--- src/hdl/stcp_pkg.sv ---
// Shared constants, types and helper functions for the scope trace capture block.
// No dependencies; imported by every module of the block.
`timescale 1ns / 1ps

package stcp_pkg;

	// Screen geometry
	localparam int COLUMNS      = 120;
	localparam int IDX_W        = (COLUMNS > 1) ? $clog2(COLUMNS) : 1;
	localparam int CNT_W        = $clog2(COLUMNS + 1);
	localparam int GRID_SPACING = 30;
	localparam int ROW_TOP      = 13;
	localparam int ROW_MID      = 38;
	localparam int ROW_BOTTOM   = 63;

	// Field widths
	localparam int COL_OUT_W  = 7;
	localparam int ROW_W      = 8;
	localparam int SAMPLE_W   = 8;
	localparam int STEP_W     = 4;
	localparam int GAIN_W     = 10;
	localparam int CFG_IDX_W  = 2;
	localparam int CFG_DATA_W = 10;

	// Row arithmetic: row = (64.0 in Q8 - (sample/5)*gain) / 256
	localparam int QUOT_W     = 6;
	localparam int PROD_W     = QUOT_W + GAIN_W;
	localparam int ORIGIN_Q8  = 16384;
	localparam int DIV5_MUL   = 205;
	localparam int DIV5_SHIFT = 10;

	// Trigger window test: |sample*50 - step*1275| < 255
	localparam int TRIG_SAMPLE_SCALE = 50;
	localparam int TRIG_STEP_SCALE   = 1275;
	localparam int TRIG_WINDOW       = 255;

	// Result queue
	localparam int QUEUE_DEPTH = 4;
	localparam int QPTR_W      = $clog2(QUEUE_DEPTH);

	// Register reset values
	localparam logic              SINGLE_MODE_RST  = 1'b0;
	localparam logic [STEP_W-1:0] TRIGGER_STEP_RST = 4'd5;
	localparam logic [GAIN_W-1:0] GAIN_RST         = 10'd256;

	typedef enum logic [CFG_IDX_W-1:0] {
		CFG_SINGLE_MODE  = 2'd0,
		CFG_TRIGGER_STEP = 2'd1,
		CFG_GAIN         = 2'd2
	} cfg_index_t;

	// One pixel operation
	typedef struct packed {
		logic [COL_OUT_W-1:0] column;
		logic [ROW_W-1:0]     row;
		logic                 pixel_on;
		logic                 last;
	} pix_t;

	// Up to two pixel operations pushed by one sample
	typedef struct packed {
		logic first_en;
		logic second_en;
		pix_t first;
		pix_t second;
	} pix_pair_t;

	// Exact sample/5 for eight-bit values by reciprocal multiply
	function automatic logic [QUOT_W-1:0] div5(input logic [SAMPLE_W-1:0] s);
		logic [17:0] p;
		p = 18'(s) * 18'(DIV5_MUL);
		return QUOT_W'(p >> DIV5_SHIFT);
	endfunction

	// Column on a vertical grid line (multiple of the grid spacing)
	function automatic logic is_grid_col(input logic [COL_OUT_W-1:0] c);
		logic hit;
		hit = 1'b0;
		for (int k = 0; k <= (COLUMNS - 1) / GRID_SPACING; k++) begin
			if ({1'b0, c} == 8'(k * GRID_SPACING))
				hit = 1'b1;
		end
		return hit;
	endfunction

endpackage

--- src/hdl/stcp_front.sv ---
// Row and trigger arithmetic for one sample: gain multiply, rounding toward zero,
// draw test and trigger window test. Depends on stcp_pkg.
`timescale 1ns / 1ps

module stcp_front
	import stcp_pkg::*;
(
	input  logic [SAMPLE_W-1:0] sample,
	input  logic [QUOT_W-1:0]   quot,
	input  logic [GAIN_W-1:0]   gain_q8,
	input  logic [STEP_W-1:0]   trigger_step,
	output logic [ROW_W-1:0]    row,
	output logic                draw,
	output logic                hit
);

	localparam int DIFF_W = PROD_W + 2;
	localparam int ROWF_W = DIFF_W - 8;

	logic [PROD_W-1:0]        prod;
	logic signed [DIFF_W-1:0] diff;
	logic signed [DIFF_W-1:0] biased;
	logic signed [ROWF_W-1:0] row_full;
	logic [13:0]              s_term;
	logic [14:0]              t_term;
	logic signed [15:0]       tdiff;

	// Screen row, divided by 256 with truncation toward zero
	always_comb begin
		prod     = PROD_W'(quot) * PROD_W'(gain_q8);
		diff     = $signed(DIFF_W'(ORIGIN_Q8)) - $signed({2'b00, prod});
		biased   = diff[DIFF_W-1] ? diff + $signed(DIFF_W'(255)) : diff;
		row_full = biased[DIFF_W-1:8];
		row      = row_full[ROW_W-1:0];
		draw     = row_full > $signed(ROWF_W'(ROW_TOP));
	end

	// Trigger window, strict on both sides
	always_comb begin
		s_term = 14'(sample) * 14'(TRIG_SAMPLE_SCALE);
		t_term = 15'(trigger_step) * 15'(TRIG_STEP_SCALE);
		tdiff  = $signed({2'b00, s_term}) - $signed({1'b0, t_term});
		hit    = (tdiff > $signed(16'(-TRIG_WINDOW))) && (tdiff < $signed(16'(TRIG_WINDOW)));
	end

endmodule

--- src/hdl/stcp_fifo.sv ---
// Small result queue of pixel operations: takes up to two per cycle, gives one.
// Depends on stcp_pkg.
`timescale 1ns / 1ps

module stcp_fifo
	import stcp_pkg::*;
(
	input  logic      clk,
	input  logic      arst_n,
	input  pix_pair_t push,
	input  logic      pop,
	output pix_t      head,
	output logic      not_empty,
	output logic      room2
);

	pix_t              ent_q [QUEUE_DEPTH];
	logic [QPTR_W-1:0] wr_ptr_q;
	logic [QPTR_W-1:0] rd_ptr_q;
	logic [QPTR_W:0]   count_q;
	logic [QPTR_W:0]   n_push;
	logic [QPTR_W-1:0] wr_next;

	assign n_push    = (QPTR_W + 1)'(push.first_en) + (QPTR_W + 1)'(push.second_en);
	assign wr_next   = QPTR_W'(wr_ptr_q + 1'b1);
	assign head      = ent_q[rd_ptr_q];
	assign not_empty = count_q != '0;
	assign room2     = count_q <= (QPTR_W + 1)'(QUEUE_DEPTH - 2);

	// Entry storage
	always_ff @(posedge clk) begin
		if (push.first_en)
			ent_q[wr_ptr_q] <= push.first;
		if (push.second_en)
			ent_q[wr_next] <= push.second;
	end

	// Pointers and fill level
	always_ff @(posedge clk or negedge arst_n) begin
		if (!arst_n) begin
			wr_ptr_q <= '0;
			rd_ptr_q <= '0;
			count_q  <= '0;
		end else begin
			wr_ptr_q <= QPTR_W'(wr_ptr_q + n_push[QPTR_W-1:0]);
			if (pop)
				rd_ptr_q <= QPTR_W'(rd_ptr_q + 1'b1);
			count_q <= count_q + n_push - (QPTR_W + 1)'(pop);
		end
	end

endmodule

--- src/hdl/scope_trigger_capture_plot.sv ---
// Top level of the scope trace capture and plot block: config registers, sample
// pipeline, line store and trigger state. Depends on stcp_pkg, stcp_front, stcp_fifo.
`timescale 1ns / 1ps

// Takes one eight-bit sample per transfer and emits zero, one or two pixel
// operations (an erase of the column's old point, then a draw of the new one).
// A sample enters the record stage only after the one before it is committed:
// the line store is read as it enters, and the column is committed, once the
// queue has room for two, before the next sample reads it. Results leave at one
// per cycle while out_ready is high; a four-entry queue lets inputs go on meanwhile.
// The line store needs no clearing pass after reset: each column has a valid
// flag, and an unwritten column reads as row zero.
module scope_trigger_capture_plot
	import stcp_pkg::*;
(
	input  logic                  clk,
	input  logic                  arst_n,
	input  logic                  in_valid,
	output logic                  in_ready,
	input  logic [SAMPLE_W-1:0]   sample,
	output logic                  out_valid,
	input  logic                  out_ready,
	output logic [COL_OUT_W-1:0]  column,
	output logic [ROW_W-1:0]      row,
	output logic                  pixel_on,
	output logic                  last,
	input  logic                  cfg_valid,
	output logic                  cfg_ready,
	input  logic [CFG_IDX_W-1:0]  cfg_index,
	input  logic [CFG_DATA_W-1:0] cfg_data
);

	// Configuration
	logic              single_mode_q;
	logic [STEP_W-1:0] trigger_step_q;
	logic [GAIN_W-1:0] gain_q8_q;

	// Trace state
	logic [CNT_W-1:0]   wcol_q;
	logic               filled_q;
	logic               armed_q;
	logic [ROW_W-1:0]   ls0_q;
	logic [ROW_W-1:0]   ls1_q;
	logic [COLUMNS-1:0] colv_q;
	logic [ROW_W-1:0]   line_mem [COLUMNS];

	// Input stage
	logic                s1_valid_q;
	logic [SAMPLE_W-1:0] sample_s1;
	logic [QUOT_W-1:0]   quot_s1;

	// Record stage
	logic             s2_valid_q;
	logic [ROW_W-1:0] row_s2;
	logic             draw_s2;
	logic             hit_s2;
	logic [IDX_W-1:0] col_s2;
	logic             wrap_s2;
	logic             idle_s2;
	logic [ROW_W-1:0] old_s2;
	logic             oldv_s2;

	logic             unarmed;
	logic             wrap_now;
	logic [IDX_W-1:0] rd_col;
	logic [ROW_W-1:0] f_row;
	logic             f_draw;
	logic             f_hit;
	logic             move;
	logic             commit;
	logic             record;
	logic             filled_n;
	logic [ROW_W-1:0] old_row;
	logic             erase;
	logic             stop;
	logic             draw;
	pix_t             draw_op;
	pix_t             erase_op;
	pix_pair_t        push;
	pix_t             head;
	logic             room2;

	assign cfg_ready = 1'b1;

	// Configuration writes
	always_ff @(posedge clk or negedge arst_n) begin
		if (!arst_n) begin
			single_mode_q  <= SINGLE_MODE_RST;
			trigger_step_q <= TRIGGER_STEP_RST;
			gain_q8_q      <= GAIN_RST;
		end else if (cfg_valid) begin
			case (cfg_index)
				CFG_SINGLE_MODE:  single_mode_q  <= cfg_data[0];
				CFG_TRIGGER_STEP: trigger_step_q <= cfg_data[STEP_W-1:0];
				CFG_GAIN:         gain_q8_q      <= cfg_data[GAIN_W-1:0];
				default: ;
			endcase
		end
	end

	// Pipeline flow: a sample enters the record stage only when it is empty
	assign move     = s1_valid_q && !s2_valid_q;
	assign commit   = s2_valid_q && room2;
	assign in_ready = !s1_valid_q || move;

	always_ff @(posedge clk or negedge arst_n) begin
		if (!arst_n) begin
			s1_valid_q <= 1'b0;
			s2_valid_q <= 1'b0;
		end else begin
			if (in_ready)
				s1_valid_q <= in_valid;
			if (move)
				s2_valid_q <= 1'b1;
			else if (commit)
				s2_valid_q <= 1'b0;
		end
	end

	// Input register, quotient by five taken on the way in
	always_ff @(posedge clk) begin
		if (in_valid && in_ready) begin
			sample_s1 <= sample;
			quot_s1   <= div5(sample);
		end
	end

	stcp_front u_front (
		.sample       (sample_s1),
		.quot         (quot_s1),
		.gain_q8      (gain_q8_q),
		.trigger_step (trigger_step_q),
		.row          (f_row),
		.draw         (f_draw),
		.hit          (f_hit)
	);

	// Column the sample would record into, from the committed state
	assign unarmed  = single_mode_q && !armed_q;
	assign wrap_now = wcol_q >= CNT_W'(COLUMNS);
	assign rd_col   = (unarmed || wrap_now) ? '0 : wcol_q[IDX_W-1:0];

	// Record stage load and line store port
	always_ff @(posedge clk) begin
		if (move) begin
			row_s2  <= f_row;
			draw_s2 <= f_draw;
			hit_s2  <= f_hit;
			col_s2  <= rd_col;
			wrap_s2 <= wrap_now && !unarmed;
			idle_s2 <= unarmed;
			old_s2  <= line_mem[rd_col];
			oldv_s2 <= colv_q[rd_col];
		end
		if (commit && record)
			line_mem[col_s2] <= row_s2;
	end

	// Erase, stop and draw decisions
	always_comb begin
		record   = !idle_s2 || hit_s2;
		filled_n = filled_q || wrap_s2;
		old_row  = oldv_s2 ? old_s2 : '0;
		erase    = record && filled_n && (old_row > ROW_W'(ROW_TOP)) &&
		           (old_row != ROW_W'(ROW_MID)) && (old_row != ROW_W'(ROW_BOTTOM)) &&
		           !is_grid_col(COL_OUT_W'(col_s2));
		stop     = (col_s2 > IDX_W'(1)) && single_mode_q && (ls0_q < ls1_q);
		draw     = record && draw_s2;

		draw_op.column   = COL_OUT_W'(col_s2);
		draw_op.row      = row_s2;
		draw_op.pixel_on = 1'b1;
		draw_op.last     = 1'b1;

		erase_op.column   = COL_OUT_W'(col_s2);
		erase_op.row      = old_row;
		erase_op.pixel_on = 1'b0;
		erase_op.last     = !draw;

		push.first_en  = commit && (erase || draw);
		push.second_en = commit && erase && draw;
		push.first     = erase ? erase_op : draw_op;
		push.second    = draw_op;
	end

	// Trace state update
	always_ff @(posedge clk or negedge arst_n) begin
		if (!arst_n) begin
			wcol_q   <= '0;
			filled_q <= 1'b0;
			armed_q  <= 1'b0;
			ls0_q    <= '0;
			ls1_q    <= '0;
			colv_q   <= '0;
		end else if (commit) begin
			if (record) begin
				wcol_q         <= CNT_W'(col_s2) + CNT_W'(1);
				filled_q       <= filled_n;
				armed_q        <= (idle_s2 || armed_q) && !wrap_s2 && !stop;
				colv_q[col_s2] <= 1'b1;
				if (col_s2 == IDX_W'(0))
					ls0_q <= row_s2;
				if (col_s2 == IDX_W'(1))
					ls1_q <= row_s2;
			end else begin
				wcol_q <= '0;
			end
		end
	end

	stcp_fifo u_fifo (
		.clk       (clk),
		.arst_n    (arst_n),
		.push      (push),
		.pop       (out_valid && out_ready),
		.head      (head),
		.not_empty (out_valid),
		.room2     (room2)
	);

	assign column   = head.column;
	assign row      = head.row;
	assign pixel_on = head.pixel_on;
	assign last     = head.last;

endmodule

--- config.mk ---
export PLATFORM = sky130hd
export DESIGN_NAME = scope_trigger_capture_plot
export DESIGN_NICKNAME = d
export VERILOG_FILES = /design/src/hdl/stcp_pkg.sv /design/src/hdl/stcp_front.sv /design/src/hdl/stcp_fifo.sv /design/src/hdl/scope_trigger_capture_plot.sv
export SDC_FILE = /design/constraint.sdc
export NUM_CORES = 2
export LEC_CHECK = 0
export ABC_AREA = 1
export BUFFER_PORTS_ARGS = -buffer_cell sky130_fd_sc_hd__buf_2
export CAP_MARGIN = 25
export CORE_MARGIN = 4
export CORE_UTILIZATION = 53
export DETAILED_ROUTE_END_ITERATION = 7
export PLACE_DENSITY_LB_ADDON = 0.05
export SYNTH_ARGS = -nofsm -noshare
export SYNTH_HDL_FRONTEND = slang
export SYNTH_HIERARCHICAL = 1
export SYNTH_SLANG_ARGS = --single-unit
--- constraint.sdc ---
create_clock -name clk -period 9.45 [get_ports clk]
set_input_delay 1.4175 -clock clk [delete_from_list [all_inputs] [get_ports clk]]
set_output_delay 1.4175 -clock clk [all_outputs]
set_load 0.02 [all_outputs]
**Word-level counts from Yosys, hierarchy flattened**

Memory sizes are Yosys's and may differ from the RTL's. A register that Yosys moved wholly into a read port is not among the register bits.
Index checks and enable logic that the tools add are counted.

- Memories kept: 2
- Logic and storage cells: 127
- Output and inout port bits: 20
- Register bits: 203
- RAM bits: 1028

Memories:

| memory | words | width | rd ports | clocked after Yosys merged registers in | write ports | line | RTL |
|---|---|---|---|---|---|---|---|
| line_mem | 120 | 8 | 1 | 1 | 1 | scope_trigger_capture_plot.sv:45 | `logic [ROW_W-1:0] line_mem [COLUMNS];` |
| u_fifo.ent_q | 4 | 17 | 1 | 0 | 2 | stcp_fifo.sv:17 | `pix_t ent_q [QUEUE_DEPTH];` |

- Magnitude comparators: 11
- Bitwise operators: 1
- Reductions and logical operators: 47
- $add $sub $neg: 10
- Multiplexer cells: 21
- Equal/unequal tests: 8
- Multiply operators: 4

Operators with widths:

| kind | number |
|---|---|
| bitwise OR 120 bit | 1 |
| logical AND 1 bit | 22 |
| adder 18 x 9 -> 18 bit (second input constant) | 1 |
| two-way mux 18 bit | 1 |
| subtractor 15 x 16 -> 17 bit (first input constant) | 1 |
| greater-than comparator 16 x 9 -> 1 bit (second input constant) | 1 |
| less-than comparator 16 x 9 -> 1 bit (second input constant) | 1 |
| less-than comparator 7 x 8 -> 1 bit (second input constant) | 2 |
| multiplier 6 x 10 -> 16 bit | 1 |
| multiplier 8 x 8 -> 16 bit (second input constant) | 1 |
| inequality test 8 x 6 -> 1 bit (second input constant) | 2 |
| subtractor 14 x 15 -> 16 bit | 1 |
| multiplier 4 x 11 -> 15 bit (second input constant) | 1 |
| two-way mux 1 bit | 14 |
| two-way mux 7 bit | 2 |
| multiplier 8 x 5 -> 13 bit (second input constant) | 1 |
| greater-than comparator 10 x 5 -> 1 bit (second input constant) | 1 |
| two-way mux 10 bit | 1 |
| zero test 1 bit | 9 |
| greater-than comparator 8 x 4 -> 1 bit (second input constant) | 1 |
| less-than comparator 8 bit | 1 |
| two-way mux 8 bit | 1 |
| AND reduction 2 bit | 4 |
| adder 7 x 1 -> 7 bit (second input constant) | 1 |
| 23 further kinds | 30 |

**Longest topological paths before layout**

- Word-level depth: 12
- Gate-level depth with buffers: 27
- Mapped depth without buffers: 25

**Cells and area by module**

The synthesis kept the hierarchy.

Modules (own cells, without submodules):

| module | cells an instance | area each (µm²) | sequential area each (µm²) | instances |
|---|---|---|---|---|
| scope_trigger_capture_plot | 5243 | 53341.2 | 34146.5 | 1 |
| stcp_front | 702 | 4688.2 | 0.0 | 1 |
| stcp_fifo | 549 | 4404.2 | 2217.1 | 1 |

**Worst setup path before layout**

Ideal clock, no wire load.

- Path kind: in2reg
- From: in sample[1]
- To: reg quot_s1[3], data pin
- Arrival time: 4385 ps
- Slack: 4806 ps
- Stages on the path: 15
- Path buffers: 0
- Cell sequence: ha_1 xor2_1 ha_1 fa_1 inv_1 fa_1 inv_1 ha_1 nand4_1 o221ai_1 a21oi_1 inv_1 nand3_1 nand2_1 xor2_1

- Word-level cells in the longest chain between the ends: 1

Ends and longest elaborated chain:

| element | line | RTL |
|---|---|---|
| start, declared | scope_trigger_capture_plot.sv:20 | `input logic [SAMPLE_W-1:0] sample,` |
| multiplier 8 x 8 -> 16 bit | stcp_pkg.sv:71 | `p = 18'(s) * 18'(DIV5_MUL);` |
| end signal, assigned | scope_trigger_capture_plot.sv:124 | `quot_s1 <= div5(sample);` |
| end, declared | scope_trigger_capture_plot.sv:50 | `logic [QUOT_W-1:0] quot_s1;` |

No other way between the ends.
A chain may end at the register's enable or synchronous reset.

**Worst setup path in the final report**

- From: reg single_mode_q
- To: reg old_s2[3], read port of line_mem, data pin

- Word-level cells in the longest chain between the ends: 3

Ends and longest elaborated chain:

| element | line | RTL |
|---|---|---|
| start, declared | scope_trigger_capture_plot.sv:34 | `logic single_mode_q;` |
| start signal, assigned | scope_trigger_capture_plot.sv:93 | `CFG_SINGLE_MODE: single_mode_q <= cfg_data[0];` |
| logical AND 1 bit | scope_trigger_capture_plot.sv:139 | `assign unarmed = single_mode_q && !armed_q;` |
| logical OR 1 bit | scope_trigger_capture_plot.sv:141 | `assign rd_col = (unarmed \|\| wrap_now) ? '0 : wcol_q[IDX_W-1:0];` |
| two-way mux 7 bit | scope_trigger_capture_plot.sv:141 |  |
| end, declared | scope_trigger_capture_plot.sv:60 | `logic [ROW_W-1:0] old_s2;` |

No other way between the ends.

==> flow_summary.json <==
{
  "fin_skew_ns": 0.02860,
  "first_iter_violations": 4684,
  "path_class": "reg2reg",
  "syn_area_per_cell_um2": 9.614,
  "hp-class": "reg2reg",
  "cts_inserted_buffers": 137,
  "fmax_mhz": 188.5,
  "hold_violations": 0,
  "final_cell_mix": "nand2_1, inv_1, edfxtp_1",
  "yosysSeqAreaShare": 0.5824,
  "port_buffers": 43,
  "cts_buffer_depth": 3,
  "cts_resized": 0,
  "drive_gt1_frac": 0.06364,
  "cts_tree": "built",
  "totalNegativeSetupSlack_ns": 0,
  "grt_max_degree": 202,
  "vias": 45444,
  "ctsHoldBuffers": 0,
  "violations": "design-rule violations",
  "gp_congestion": 0.8948,
  "coreArea_um2": 116500,
  "final_common_cell": "nand2_1",
  "synth-edff-count": 1070,
  "clk_latency_ns": 0.75,
  "required_ns": 9.93,
  "tightestPinTransition_ns": 1.074,
  "post_drt_via_cell_ratio": 5.693,
  "area_growth_pct": 8.315,
  "fp-row-count": 125,
  "yosys_warnings": 6,
  "post-route-period-util": 0.5614,
  "die_w_um": 351.2,
  "finalPower_uw": 25200,
  "cts_setup_buffers": 0,
  "cellPowerDensity_nw_per_um2": 372.6,
  "min_period_ns": 5.305,
  "cp_max_fo": 81,
  "multiInputGateArea_um2": 19670,
  "ant_nets": 0,
  "nFillCells": 10147,
  "layout.nets": 6593,
  "synth_cell_type_count": 55,
  "status": "finished, violations left",
  "clk_pin_slew_ns": 0.06,
  "p_leak_uw": 0.02952,
  "dp_hpwl_um": 101900,
  "regArea_um2": 36370,
  "cap_violations": 0,
  "start_util": 0.5358,
  "htree_num_levels": 4,
  "syn_inst": 6494,
  "grt_usage": 0.2844,
  "numClockSinks": 1239,
  "grt_pass1_vias": 43134,
  "synthArstFlopShare": 0.1364,
  "root_buffer": "clkbuf_16",
  "wl_per_cell_um": 21.98,
  "vdd_drop_max_mv": 0.3890,
  "syn_area_um2": 62430,
  "timing.critical_path.to_type": "flip-flop",
  "grt_pass1_wl_um": 267400,
  "grt_overflow_total": 0,
  "critPathArrivalTime_ns": 5.79,
  "wl_um": 175400,
  "diodes": 0,
  "relSlewSlack": 0.2842,
  "finalSetupViolations": 0,
  "remaining_drc_errors": 1,
  "die_h_um": 351.2,
  "yosys_most_used_dff": "edfxtp_1",
  "synth-seq-cells": 1239,
  "dieArea_um2": 123400,
  "rsz0062_at_grt": "no",
  "io_pins": 45,
  "antenna_found_initial": 1,
  "start_kind": "flip-flop",
  "slew_viol_final": 0,
  "drtPass1Iterations": 8
}
Yosys cell counts, types with 11 or more instances:
| library cell | instances | share of area |
|---|---|---|
| nand2_2 | 11 | 0.0011 |
| ha_1 | 158 | 0.032 |
| o21ai_0 | 189 | 0.015 |
| buf_1 | 35 | 0.0021 |
| nor2_1 | 212 | 0.013 |
| xor2_1 | 23 | 0.0032 |
| dfrtp_1 | 166 | 0.067 |
| clkbuf_1 | 99 | 0.0060 |
| inv_2 | 14 | 0.00084 |
| fa_1 | 63 | 0.020 |
| nand3_1 | 996 | 0.080 |
| nand2_1 | 1336 | 0.080 |
| inv_1 | 1182 | 0.071 |
| or2_2 | 49 | 0.0049 |
| buf_4 | 37 | 0.0044 |
| nand4_1 | 445 | 0.045 |
| a21oi_1 | 44 | 0.0035 |
| edfxtp_1 | 1070 | 0.51 |
| o211ai_1 | 44 | 0.0053 |
| buf_2 | 224 | 0.018 |
state kept, by name (all words and copies together) (netlist names), 10 cells and up:
name,count
colv_q,120
gain_q8_q,10
line_mem,960
u_fifo/ent_q,68
cell families (layout without fill, tap and decap cells):
group,after synthesis,after routing,synth area share
xor gates and xnor gates,30,30,0.004208
other,1,9,0.00006006
AOI/OAI and AO/OA,308,308,0.02752
adders and majority gates,221,221,0.05186
DFF,1239,1239,0.5824
and+or+nand+nor,3084,3084,0.2284
buffers and inverters,1605,1561,0.1045
muxes,6,6,0.001082
area by class of cell:
cell class                 instances  area share
clock inverter                    65    0.006772
clock buffer                     185     0.05584
tap                             1524     0.02820
sequential                      1239      0.5378
inverter                        1200     0.06685
timing repair buffer             111     0.01375
multi-input combinational       3658      0.2908
worst max-delay path, stage by stage (launching register included):
cell	delay, ns
dfrtp_1	0.45
nand2_8	0.47
buf_4	0.84
nand2_1	0.37
nor2_4	0.16
buf_4	0.77
clkinv_2	0.72
buf_4	0.49
nand3_1	0.14
nand3_1	0.08
nand3_1	0.16
nand2_1	0.08
nand2_1	0.09
nand2_1	0.08
power breakdown:
part	switching [uW]	leakage, uW	internal, uW
Clock	2170	0.00208	2920
Sequential	362	0.0119	7310
Combinational	8730	0.0156	3710
Total	11300	0.0295	13900
layer usage:
layer  GRT usage  routed length, um  vias to the layer above
met5           0                 27                        -
met4      0.1095               6985                        4
met3     0.04207              12330                      356
met2      0.4675              83500                     1765
met1      0.3849              72600                    21985
li1            -                  -                    21334
through the flow:
| step | hold WS (ns) | cell area, um2 | worst slack (ns) | utilization | cells |
|---|---|---|---|---|---|
| finish | 0.4509 | 67620 | 4.145 | 0.5804 | 7982 |
| global route | 0.4661 | 67620 | 3.929 | 0.5804 | 7982 |
| CTS | 0.4541 | 67490 | 4.270 | 0.5792 | 7977 |
| detailed placement | 0.4416 | 63250 | 4.299 | 0.5429 | 7727 |
| global placement | 0.4381 | 63230 | 4.360 | 0.5426 | 7726 |
| floorplan | 0.4226 | 62460 | 4.806 | - | 6502 |
path summary, 6_finish.rpt:
check / from / to / slack [ns] / cells past startpoint
worst min-delay path: filled_q$_DFFE_PN0P_ / filled_q$_DFFE_PN0P_ / 0.45 / 1
worst max-delay path: single_mode_q$_DFFE_PN0P_ / old_s2[3]$_DFFE_PP_ / 4.14 / 13
worst max register to register: single_mode_q$_DFFE_PN0P_ / old_s2[3]$_DFFE_PP_ / 4.14 / 13
worst min register to register: filled_q$_DFFE_PN0P_ / filled_q$_DFFE_PN0P_ / 0.45 / 1
max in group asynchronous: arst_n / colv_q[55]$_DFFE_PN0P_ / 7.42 / 2
min in group asynchronous: arst_n / gain_q8_q[4]$_DFFE_PN0P_ / 0.67 / 1
Power figures use the tool's default switching activity.
